--- config.mk ---
export PLATFORM = sky130hd
export DESIGN_NAME = rog_ctrl
export DESIGN_NICKNAME = d
export VERILOG_FILES = /design/src/rog_pkg.sv /design/src/rog_ctrl.sv
export SDC_FILE = /design/constraint.sdc
export NUM_CORES = 1
export LEC_CHECK = 0
export BUFFER_PORTS_ARGS = -buffer_cell sky130_fd_sc_hd__buf_2
export CAP_MARGIN = 40
export CORE_UTILIZATION = 25
export DETAILED_ROUTE_END_ITERATION = 10
export PLACE_DENSITY_LB_ADDON = 0.3
export SYNTH_ARGS = -nofsm -noshare
export SYNTH_HDL_FRONTEND = slang
export SYNTH_SLANG_ARGS = --single-unit
--- constraint.sdc ---
create_clock -name clk -period 3.2 [get_ports clk]
set_input_delay 0.32 -clock clk [delete_from_list [all_inputs] [get_ports clk]]
set_output_delay 0.32 -clock clk [all_outputs]
set_load 0.02 [all_outputs]
--- src/rog_pkg.sv ---
`timescale 1ns / 1ps
// Shared types and constants for the radius of gyration core.
// No dependencies; imported by rog_ctrl, rog_datapath and the top level.
package rog_pkg;

  localparam int MAX_PRIMARIES_DEF = 256;

  localparam int POS_W   = 16;
  localparam int RAD_W   = 10;
  localparam int OUT_W   = 16;
  localparam int STAT_W  = 2;
  localparam int WSUM_W  = 64;
  localparam int MSUM_W  = 40;
  localparam int MASS_W  = 3 * RAD_W;
  localparam int SQ_W    = 2 * POS_W - 1;
  localparam int DIST_W  = 2 * POS_W;
  localparam int TERM_W  = MASS_W + DIST_W - 8;
  localparam int QUO_W   = 2 * OUT_W;
  localparam int DIV_STEPS  = WSUM_W + 8;
  localparam int ROOT_STEPS = OUT_W;
  localparam int STEP_W  = $clog2(DIV_STEPS);

  localparam logic [STAT_W-1:0] STAT_OK        = 2'd0;
  localparam logic [STAT_W-1:0] STAT_ZERO_MASS = 2'd1;
  localparam logic [STAT_W-1:0] STAT_TOO_MANY  = 2'd2;

  typedef struct packed {
    logic              in_take;   // a beat enters the MAC pipeline
    logic              in_acc;    // that beat is accumulated
    logic              div_load;
    logic              div_step;
    logic              root_load;
    logic              root_step;
    logic              res_load;
    logic [STAT_W-1:0] res_code;
    logic              acc_clear;
  } rog_cmd_t;

  typedef struct packed {
    logic pipe_empty;
    logic mass_zero;
  } rog_stat_t;

endpackage

--- src/rog_ctrl.sv ---
`timescale 1ns / 1ps
// Controller: handshake, primary count, and the divide/root sequencer.
// Uses rog_pkg; drives rog_datapath through rog_cmd_t.
module rog_ctrl #(
  parameter int MAX_PRIMARIES = rog_pkg::MAX_PRIMARIES_DEF
) (
  input  logic               clk,
  input  logic               rst,
  input  logic               start,
  input  logic               last_item,
  output logic               busy,
  output logic               done,
  output rog_pkg::rog_cmd_t  cmd,
  input  rog_pkg::rog_stat_t stat
);
  import rog_pkg::*;

  localparam int CNT_W = $clog2(MAX_PRIMARIES + 2);
  localparam logic [CNT_W-1:0] CNT_MAX = CNT_W'(MAX_PRIMARIES);

  typedef enum logic [5:0] {
    ST_IDLE  = 6'b000001,
    ST_DRAIN = 6'b000010,
    ST_DIV   = 6'b000100,
    ST_RINIT = 6'b001000,
    ST_ROOT  = 6'b010000,
    ST_DONE  = 6'b100000
  } state_t;

  state_t           state, state_next;
  logic [CNT_W-1:0] item_cnt, cnt_inc;
  logic             over;
  logic             take;
  logic [STEP_W-1:0] step, step_next;
  logic             fin;   // final square-root step of ROOT; the result loads after it

  assign take    = start && !busy;
  assign cnt_inc = (item_cnt <= CNT_MAX) ? item_cnt + 1'b1 : item_cnt;
  assign busy    = (state != ST_IDLE);

  always_ff @(posedge clk) begin
    if (rst) begin
      item_cnt <= '0;
      over     <= 1'b0;
    end else if (take) begin
      item_cnt <= last_item ? '0 : cnt_inc;
      if (last_item) begin
        over <= (cnt_inc > CNT_MAX);
      end
    end
  end

  always_comb begin
    state_next    = state;
    step_next     = step;
    fin           = 1'b0;
    cmd           = '0;
    cmd.in_take   = take;
    cmd.in_acc    = (cnt_inc <= CNT_MAX);
    cmd.res_code  = STAT_OK;
    unique case (state)
      ST_IDLE: begin
        if (take && last_item) begin
          state_next = ST_DRAIN;
        end
      end
      ST_DRAIN: begin
        if (stat.pipe_empty) begin
          if (over) begin
            cmd.res_load = 1'b1;
            cmd.res_code = STAT_TOO_MANY;
            state_next   = ST_DONE;
          end else if (stat.mass_zero) begin
            cmd.res_load = 1'b1;
            cmd.res_code = STAT_ZERO_MASS;
            state_next   = ST_DONE;
          end else begin
            cmd.div_load = 1'b1;
            step_next    = STEP_W'(DIV_STEPS - 1);
            state_next   = ST_DIV;
          end
        end
      end
      ST_DIV: begin
        cmd.div_step = 1'b1;
        step_next    = step - 1'b1;
        if (step == '0) begin
          state_next = ST_RINIT;
        end
      end
      ST_RINIT: begin
        cmd.root_load = 1'b1;
        step_next     = STEP_W'(ROOT_STEPS - 1);
        state_next    = ST_ROOT;
      end
      ST_ROOT: begin
        if (step == '0) begin
          fin = 1'b1;
        end
        cmd.root_step = !fin && (step != '1);
        step_next     = step - 1'b1;
        // step wraps to all ones for the one cycle that loads the result
        if (step == '1) begin
          cmd.res_load = 1'b1;
          state_next   = ST_DONE;
        end
        if (fin) begin
          cmd.root_step = 1'b1;
        end
      end
      ST_DONE: begin
        cmd.acc_clear = 1'b1;
        state_next    = ST_IDLE;
      end
      default: begin
        state_next = ST_IDLE;
      end
    endcase
  end

  always_ff @(posedge clk) begin
    if (rst) begin
      state <= ST_IDLE;
      step  <= '0;
    end else begin
      state <= state_next;
      step  <= step_next;
    end
  end

  assign done = (state == ST_DONE);

  a_last_sets_busy: assert property (@(posedge clk) disable iff (rst)
    take && last_item |=> busy)
    else $error("last beat did not start the result sequence");

  a_done_one_cycle: assert property (@(posedge clk) disable iff (rst)
    done |=> !done)
    else $error("result strobe held longer than one cycle");

  a_div_to_root: assert property (@(posedge clk) disable iff (rst)
    (state == ST_DIV) && (step == '0) |=> (state == ST_RINIT))
    else $error("divider did not hand over to square root");

  a_count_bound: assert property (@(posedge clk) disable iff (rst)
    item_cnt <= CNT_MAX + 1'b1)
    else $error("primary count beyond saturation");

  a_idle_drained: assert property (@(posedge clk) disable iff (rst)
    (state == ST_DONE) |-> stat.pipe_empty)
    else $error("result issued with beats still in the pipeline");

endmodule
==> results.toml, run 1 <==
[grt]
grt_max_degree = 23
antenna_found_initial = 0
grt_use_total_pct = 12.1
grt_overflow = 0
first_global_vias = 1216
grt_pass1_wl_microns = 6010

[worst_hold_path]
hold_path.class = "input port to flop"

[synthesis]
synth_nets = 194
synthesis.area_sq_mm = 0.00150
syn_inst = 183
yosys.area.top_type = "dfxtp_1"
ys_seq_elements = 23
ys.flop_type = "dfxtp_1"
async_flop_share_pct = 0
yosys-top-cells-area = "dfxtp_1 (31%), a21oi_1 (5.4%), nor2_1 (4.5%)"
synth.avg_cell_area_sq_um = 8.17
yosysWarnings = 0
yosysSeqAreaShare_pct = 30.8
synth_top_area_share_pct = 30.8
synth_edf_count = 0
yosysUniqueCellTypes = 53

[critical_path]
crit_buf_inv = 2
required_ns = 2.88
critPathMaxStageDelay_ns = 0.47
cpLargestDelayFamily = "simple AND/OR/NAND/NOR gates"
r2r_end = "over"
ff2ff_path_depth = 7
start_kind = "flop"
crit_end = "cmd[8]"
worstSetupStartpoint = "item_cnt[0]"
end_kind = "primary output"
crit_slowest_cell = "or4b_4"
path_class = "flop to primary output"
cp_cell_sequence = "inv_1, ha_1, or4b_4, o31ai_4, nand2_2, a2111oi_2, or2_1, buf_2"
cp.arrival_ns = 2.41
path_max_fanout = 6
crit_cells = 8
worstReg2RegStart = "item_cnt[0]"
r2r_slack_ns = 1.08

[outcome]
run_status = "complete, no violations"

[floorplan]
row_count = 27
dieArea_sq_mm = 0.00629
start_util_pct = 26.5
die_w_microns = 79.3
die_y_microns = 79.3
core_area_sq_mm = 0.00564
ios = 18

[clock_network]
root_buffer = "clkbuf_8"
clk_pin_slew_ns = 0.09
cts_tree = "built"
clock_latency_ns = 0.27
cts_buffers = 3
cts.sinks = 23
post_cts_buffers = 0
cts-htree-levels = 1
cts_resized = 0
clockBufferDepth = 2
hold_buffers = 0

[finish]
area_growth_syn_to_layout_pct = 12.0
n_antenna_cell = 0
multiInputGateArea_sq_um = 947
fill_cells = 604
final_nets = 208
drive_gt1_share_pct = 17.9
final-seq-area_sq_um = 460

[sta]
finalCriticalPeriod_ns = 2.73
timing.setup.tns_ns = 0
maxSlewViolCount = 0
setup_viol = 0
clock_skew_ns = 0.00682
maxSlewHeadroom_pct = 65.2
finalCritPeriodShare_pct = 85.4
fmax_mhz = 366
rsz0062_at_grt = "false"
worstMarginPinSlew_ns = 0.521
hold_violations = 0

[routing]
vias = 1363
postRouteAntennaNets = 0
dr.pass1.iters = 4
wl_per_cell_microns = 12.7
drc_errors = 0
drt_wl_total_microns = 3410
drt-initial-drc-count = 75
vias_per_cell = 5.09

[placed_design]
io_buffers = 17
gp_congestion = 0.809
hpwl_microns = 2460

[pwr]
ir_drop_mv = 0.183
power.leakage_uw = 0.000653
power_density_mw_per_mm2 = 326
p_total_uw = 545

[flow_run]
cap_viol_max_count = 0
-- Yosys cell counts (4+ instances only) --
cell / count
a211oi_1: 4
a21oi_1: 16
and3_1: 4
clkbuf_1: 4
dfxtp_1: 23
ha_1: 5
inv_1: 10
nand2_1: 8
nand3_1: 4
nand3b_1: 6
nand4b_1: 5
nor2_1: 18
nor2b_1: 6
nor3_1: 9
o21ai_0: 9
-- placed cells by master (no fill, tap or decap), drive strengths merged, types with 6 or more instances in the layout --
cell type  synthesis  layout
o21ai              9       9
inv               10      10
nor2b              6       6
a21oi             16      16
nand2              9       9
nor2              18      18
nand3b             6       6
dfxtp             23      23
nor3               9       9
buf                5      17
-- routing by layer --
metal	vias up	part of all wire [%]	track usage (%)
li1	699	-	-
met1	627	51	17.1
met2	31	43	17.4
met3	6	4.2	2.76
met4	0	1.6	4.91
met5	-	0	0
-- worst reg2reg max path, stage by stage, from the launching register on --
cell and delay, ns:
dfxtp_1 0.37, inv_1 0.10, ha_1 0.14, or4b_4 0.48, o31ai_4 0.27, nand2_2 0.08, a2111oi_2 0.40, o41ai_1 0.14
-- where the power goes --
group          switching, uW  internal [uW]  leakage [uW]
registers               6.19            290      0.000186
logic                   40.1           22.9      0.000441
clock network           99.0           87.2     0.0000255
-- logic make-up after synthesis --
| kind of cell | synth area share, % |
|---|---|
| xor gates and xnor gates | 2.93 |
| AOI/OAI and AO/OA | 22.2 |
| and+or+nand+nor | 32.7 |
| adders and majority gates | 4.18 |
| DFF | 30.8 |
| buffers and inverters | 5.86 |
| muxes | 1.34 |
-- state kept, by name (all words and copies together) (netlist names) --
register	cells
step	7
state	6
item_cnt	9
over	1
-- layout make-up --
class	instances	share of cell area (%)
clock buffer	3	2.47
inverter	10	2.24
clock inverter	1	0.299
timing repair buffer	18	5.53
multi-input combinational	141	56.6
sequential	23	27.5
tap	72	5.38
-- metrics by stage --
step	utilization, %	instance area, sq um	std cells	hold WS [ns]	setup WS, ns
4_1_cts	29.5	1670	267	0.330	0.468
3_5_place_dp	28.7	1620	263	0.494	0.779
2_1_floorplan	-	1500	183	0.423	0.952
5_1_grt	29.7	1670	268	0.327	0.283
6_report	29.7	1670	268	0.335	0.468
3_3_place_gp	28.7	1620	263	0.491	0.821
-- worst min path at each step --
stage                        start       end  slack (ns)  cells after the start
final                      stat[1]  state[1]        0.33                      3
after global routing       stat[1]  state[1]        0.33                      3
after CTS                  stat[1]  state[1]        0.33                      3
after detailed placement   step[6]   step[6]        0.49                      2
after global placement    state[5]  state[0]        0.49                      1
after floorplan                rst      over        0.42                      1
Power figures use the tool's default switching activity.
==> inputs of run 2 (changes only) <==
- TNS_END_PERCENT: not set -> 10
- clock period: 3.2 -> 2.6 ns (I/O delays scaled with it)
==> run 2 against run 1 <==
Compared with the run above: utilization grew 1.1 points; clock-buffer cell count is the same; clock skew shrank 0.0029 ns; combinational power grew 37%; largest power group unchanged; critical path depth is the same; hold slack lost 0.046 ns; register-to-register slack lost 0.51 ns; cell area grew 3.7%.
==> results.toml, run 2 (synthesized netlist as in run 1, its figures left out) <==
[clock_network]
clockBufferDepth = 2
clock_latency_ns = 0.27
root_buffer = "clkbuf_8"
cts.sinks = 23
clk_pin_slew_ns = 0.08
cts-htree-levels = 1
cts_tree = "built"
cts_buffers = 3

[routing]
drt-initial-drc-count = 72
drt_wl_total_microns = 3440
vias_per_cell = 5.06
wl_per_cell_microns = 12.7
dr.pass1.iters = 4
drc_errors = 0
vias = 1372
postRouteAntennaNets = 0

[grt]
grt_max_degree = 23
grt_overflow = 0
grt_use_total_pct = 11.8
grt_pass1_wl_microns = 5870
antenna_found_initial = 0
first_global_vias = 1226

[finish]
final_util_pct = 30.8
layout_common_cells = "dfxtp_1 (21), nor2_1 (18), a21oi_1 (16), buf_2 (16)"
final_common_cell = "dfxtp_1"
final-seq-area_sq_um = 465
design_area_sq_mm = 0.00174
final_nets = 211
area_growth_syn_to_layout_pct = 16.1
regMostFlops = "item_cnt"
drive_gt1_share_pct = 21.6
top_regs = "item_cnt (9), step (7), state (6)"
largest_register_ffs = 9
multiInputGateArea_sq_um = 972
n_antenna_cell = 0
fill_cells = 604

[worst_hold_path]
hold_path.class = "input port to flop"
hold-path-cell-count = 3

[critical_path]
ff2ff_path_depth = 7
end_kind = "primary output"
start_kind = "flop"
path_class = "flop to primary output"
cp.arrival_ns = 2.27
path_max_fanout = 6
required_ns = 2.34

[sta]
rsz0062_at_grt = "true"
finalCritPeriodShare_pct = 97.3
fmax_mhz = 395
clock_skew_ns = 0.00395
maxSlewHeadroom_pct = 67.8
worstMarginPinSlew_ns = 0.479
finalCriticalPeriod_ns = 2.53
timing.setup.tns_ns = 0
hold_violations = 0
maxSlewViolCount = 0
finalWorstSetupSlack_ns = 0.0705
setup_viol = 0

[floorplan]
die_y_microns = 79.3
row_count = 27
die_w_microns = 79.3
start_util_pct = 26.5
core_area_sq_mm = 0.00564
dieArea_sq_mm = 0.00629
ios = 18

[pwr]
power_density_mw_per_mm2 = 390
ir_drop_mv = 0.233
power.leakage_uw = 0.000674

[placed_design]
gp_congestion = 0.824
io_buffers = 17
dpl_worst_slack_ns = 0.221
hpwl_microns = 2510
place_area_sq_mm = 0.00164

[outcome]
run_status = "complete, no violations"

[flow_run]
cap_viol_max_count = 0
-- run 2: area by class of cell --
class,count,share of cell area [%]
repair buffers,21,6.99
clock buffers,3,2.38
well taps,72,5.19
multi-input cells,141,56.0
flip-flops and latches,23,26.8
inverters,10,2.31
clock inverters,1,0.288
-- run 2: stage by stage --
stage          power (uW)  std cells  hold slack [ns]
3_5_place_dp          453        265            0.492
6_report              676        271            0.288
5_1_grt               711        271            0.293
2_1_floorplan         431        183            0.363
4_1_cts               682        270            0.281
3_3_place_gp          453        265            0.492
-- run 2: path summary, 6_finish.rpt --
kind                    to        start  slack [ns]
hold reg to reg    step[6]      step[6]        0.51
setup reg to reg      over  item_cnt[0]        0.57
setup / recovery    cmd[8]  item_cnt[0]        0.07
hold / removal    state[1]      stat[1]        0.29
-- run 2: critical path, cell delays in order, from the launching register on --
cell       delay [ns]
dfxtp_4          0.38
inv_4            0.06
ha_4             0.11
or4b_4           0.47
o31ai_4          0.23
nand2_2          0.11
a2111oi_4        0.37
or2_1            0.17
buf_6            0.12
-- run 2: layer usage --
layer  GRT usage [%]  vias up  wire length [microns]
li1                -      709                      -
met1            15.6      639                   1820
met2            18.5       22                   1500
met3            2.87        2                     92
met4            4.00        0                     29
met5               0        -                      0
-- run 2: power by group --
group	switching (uW)	internal [uW]	leakage (uW)	total, uW
clock	118	107	0.0000255	225
sequential	8.35	356	0.000187	365
combinational	52.0	34.2	0.000461	86.2
-- run 2: timing repair --
action	in CTS	in global routing
setup buffers	1	1
hold buffers	0	0
setup endpoints to repair	1	1
pin swaps	3	5
resized for setup	4	7
==> inputs of run 3 (changes only) <==
- CORE_UTILIZATION: 25 -> 30
==> run 3 against run 2 <==
Compared with the run above: total power down 0.72%; sequential share of layout area rose by 0.41 points; sequential power barely moved; routed wire length decreased by 3.6%; non-clock buffer count did not move; utilization up 5.2 points; final cell count decreased by 1.8%; via count shrank 0.58%; critical endpoint unchanged; largest cell class unchanged.
==> results.toml, run 3 (synthesized netlist as in run 1, its figures left out) <==
[critical_path]
r2r_slack_ns = 0.48
start_kind = "flop"
required_ns = 2.34
r2r_end = "over"
end_kind = "primary output"
path_max_fanout = 6
ff2ff_path_depth = 7
path_class = "flop to primary output"
cp.arrival_ns = 2.28
worstReg2RegStart = "item_cnt[0]"

[routing]
vias = 1364
postRouteAntennaNets = 0
dr.pass1.iters = 4
vias_per_cell = 5.13
drt_wl_total_microns = 3320
drc_errors = 0
wl_per_cell_microns = 12.5
drt-initial-drc-count = 108

[clock_network]
cts.sinks = 23
cts-htree-levels = 1
cts_tree = "built"
hold_buffers = 0
cts_buffers = 3
clock_latency_ns = 0.26
clk_pin_slew_ns = 0.08
clockBufferDepth = 2
root_buffer = "clkbuf_8"

[finish]
fill_cells = 511
largest_register_ffs = 9
final_common_cell = "dfxtp_1"
layout_common_cells = "dfxtp_1 (21), nor2_1 (18), a21oi_1 (16), buf_2 (16), inv_1 (10)"
n_antenna_cell = 0
drive_gt1_share_pct = 19.6
design_area_sq_mm = 0.00171
fin_cells = 266
final_nets = 211
regMostFlops = "item_cnt"
area_growth_syn_to_layout_pct = 14.3
top_regs = "item_cnt (9), step (7), state (6)"

[pwr]
power_switching_uw = 173
power.leakage_uw = 0.000668
pwr-share-comb_pct = 12.5
power_density_mw_per_mm2 = 393
p_int_uw = 499
p_total_uw = 671
pwr-share-clk_pct = 33.3
swShare_pct = 25.7
ir_drop_mv = 0.133
pwr-share-seq_pct = 54.3

[worst_hold_path]
hp-start = "stat[1]"
hold-path-cell-count = 3
hold_path.class = "input port to flop"
min_to = "state[1]"

[sta]
worstMarginPinSlew_ns = 0.488
rsz0062_at_grt = "true"
clock_skew_ns = 0.00398
finalWorstSetupSlack_ns = 0.0562
maxSlewViolCount = 0
setup_viol = 0
hold_slack_ns = 0.286
finalCritPeriodShare_pct = 97.8
maxSlewHeadroom_pct = 67.4
fmax_mhz = 393
finalCriticalPeriod_ns = 2.54
hold_violations = 0

[floorplan]
row_count = 25
die_w_microns = 72.6
core_area_sq_mm = 0.00475
dieArea_sq_mm = 0.00527
ios = 18
start_util_pct = 31.4
die_y_microns = 72.6

[placed_design]
io_buffers = 17
gp_congestion = 0.847
placed_cells = 261
place_area_sq_mm = 0.00164
dpl_worst_slack_ns = 0.236
hpwl_microns = 2410

[flow_run]
cap_viol_max_count = 0

[grt]
antenna_found_initial = 0
grt_pass1_wl_microns = 5970
first_global_vias = 1261
grt_max_degree = 23
grt_overflow = 0
grt_use_total_pct = 14.1

[outcome]
run_status = "complete, no violations"
==> run 3: what timing repair did <==
item | CTS | global route
hold endpoints to repair | 0 | 0
resized for setup | 4 | 1
setup endpoints to repair | 1 | 1
pin swaps | 4 | 2
setup buffers | 1 | 0
==> run 3: layout make-up <==
cell class	instances	area [sq um]	area share (%)
Clock buffer	4	45.0	2.64
Multi-Input combinational cell	141	960	56.1
Sequential cell	23	465	27.2
Inverter	10	37.5	2.20
Tap cell	67	83.8	4.90
Timing Repair Buffer	21	118	6.88
==> run 3: through the flow <==
step / TNS, ns / util, %
finish: 0 / 35.9
global route: -0.0186 / 35.9
CTS: 0 / 35.9
detailed placement: 0 / 34.4
global placement: 0 / 34.4
floorplan: 0 / -
==> run 3: worst max path at each step <==
stage / endpoint / startpoint / slack (ns)
after floorplan: cmd[8] / item_cnt[0] / 0.41
after global placement: cmd[8] / item_cnt[0] / 0.29
after detailed placement: cmd[8] / item_cnt[0] / 0.24
after CTS: cmd[8] / item_cnt[1] / 0.003
after global routing: cmd[8] / item_cnt[0] / -0.02
final: cmd[8] / item_cnt[0] / 0.06
==> run 3: power by group through the flow <==
stage               Combinational, uW  Sequential, uW  Clock, uW
floorplan                        61.9             369          0
global placement                 82.3             372          0
detailed placement               81.9             373          0
CTS                              83.5             364        231
global route                     92.7             366        248
finish                           83.7             364        223
==> run 3: critical path, stage by stage (launching register included) <==
cell       delay (ns)
dfxtp_4          0.38
inv_1            0.06
ha_1             0.19
or4b_4           0.22
o31ai_4          0.06
or3_2            0.46
a2111oi_4        0.37
or2_1            0.14
buf_4            0.13
==> run 3: metal layers <==
layer	track usage, %	share of wire (%)	routed length [microns]	up-vias
li1	-	-	-	704
met1	20.2	52	1730	632
met2	21.9	44	1450	26
met3	1.66	3.2	106	2
met4	4.58	0.78	26	0
met5	0	0	0	-
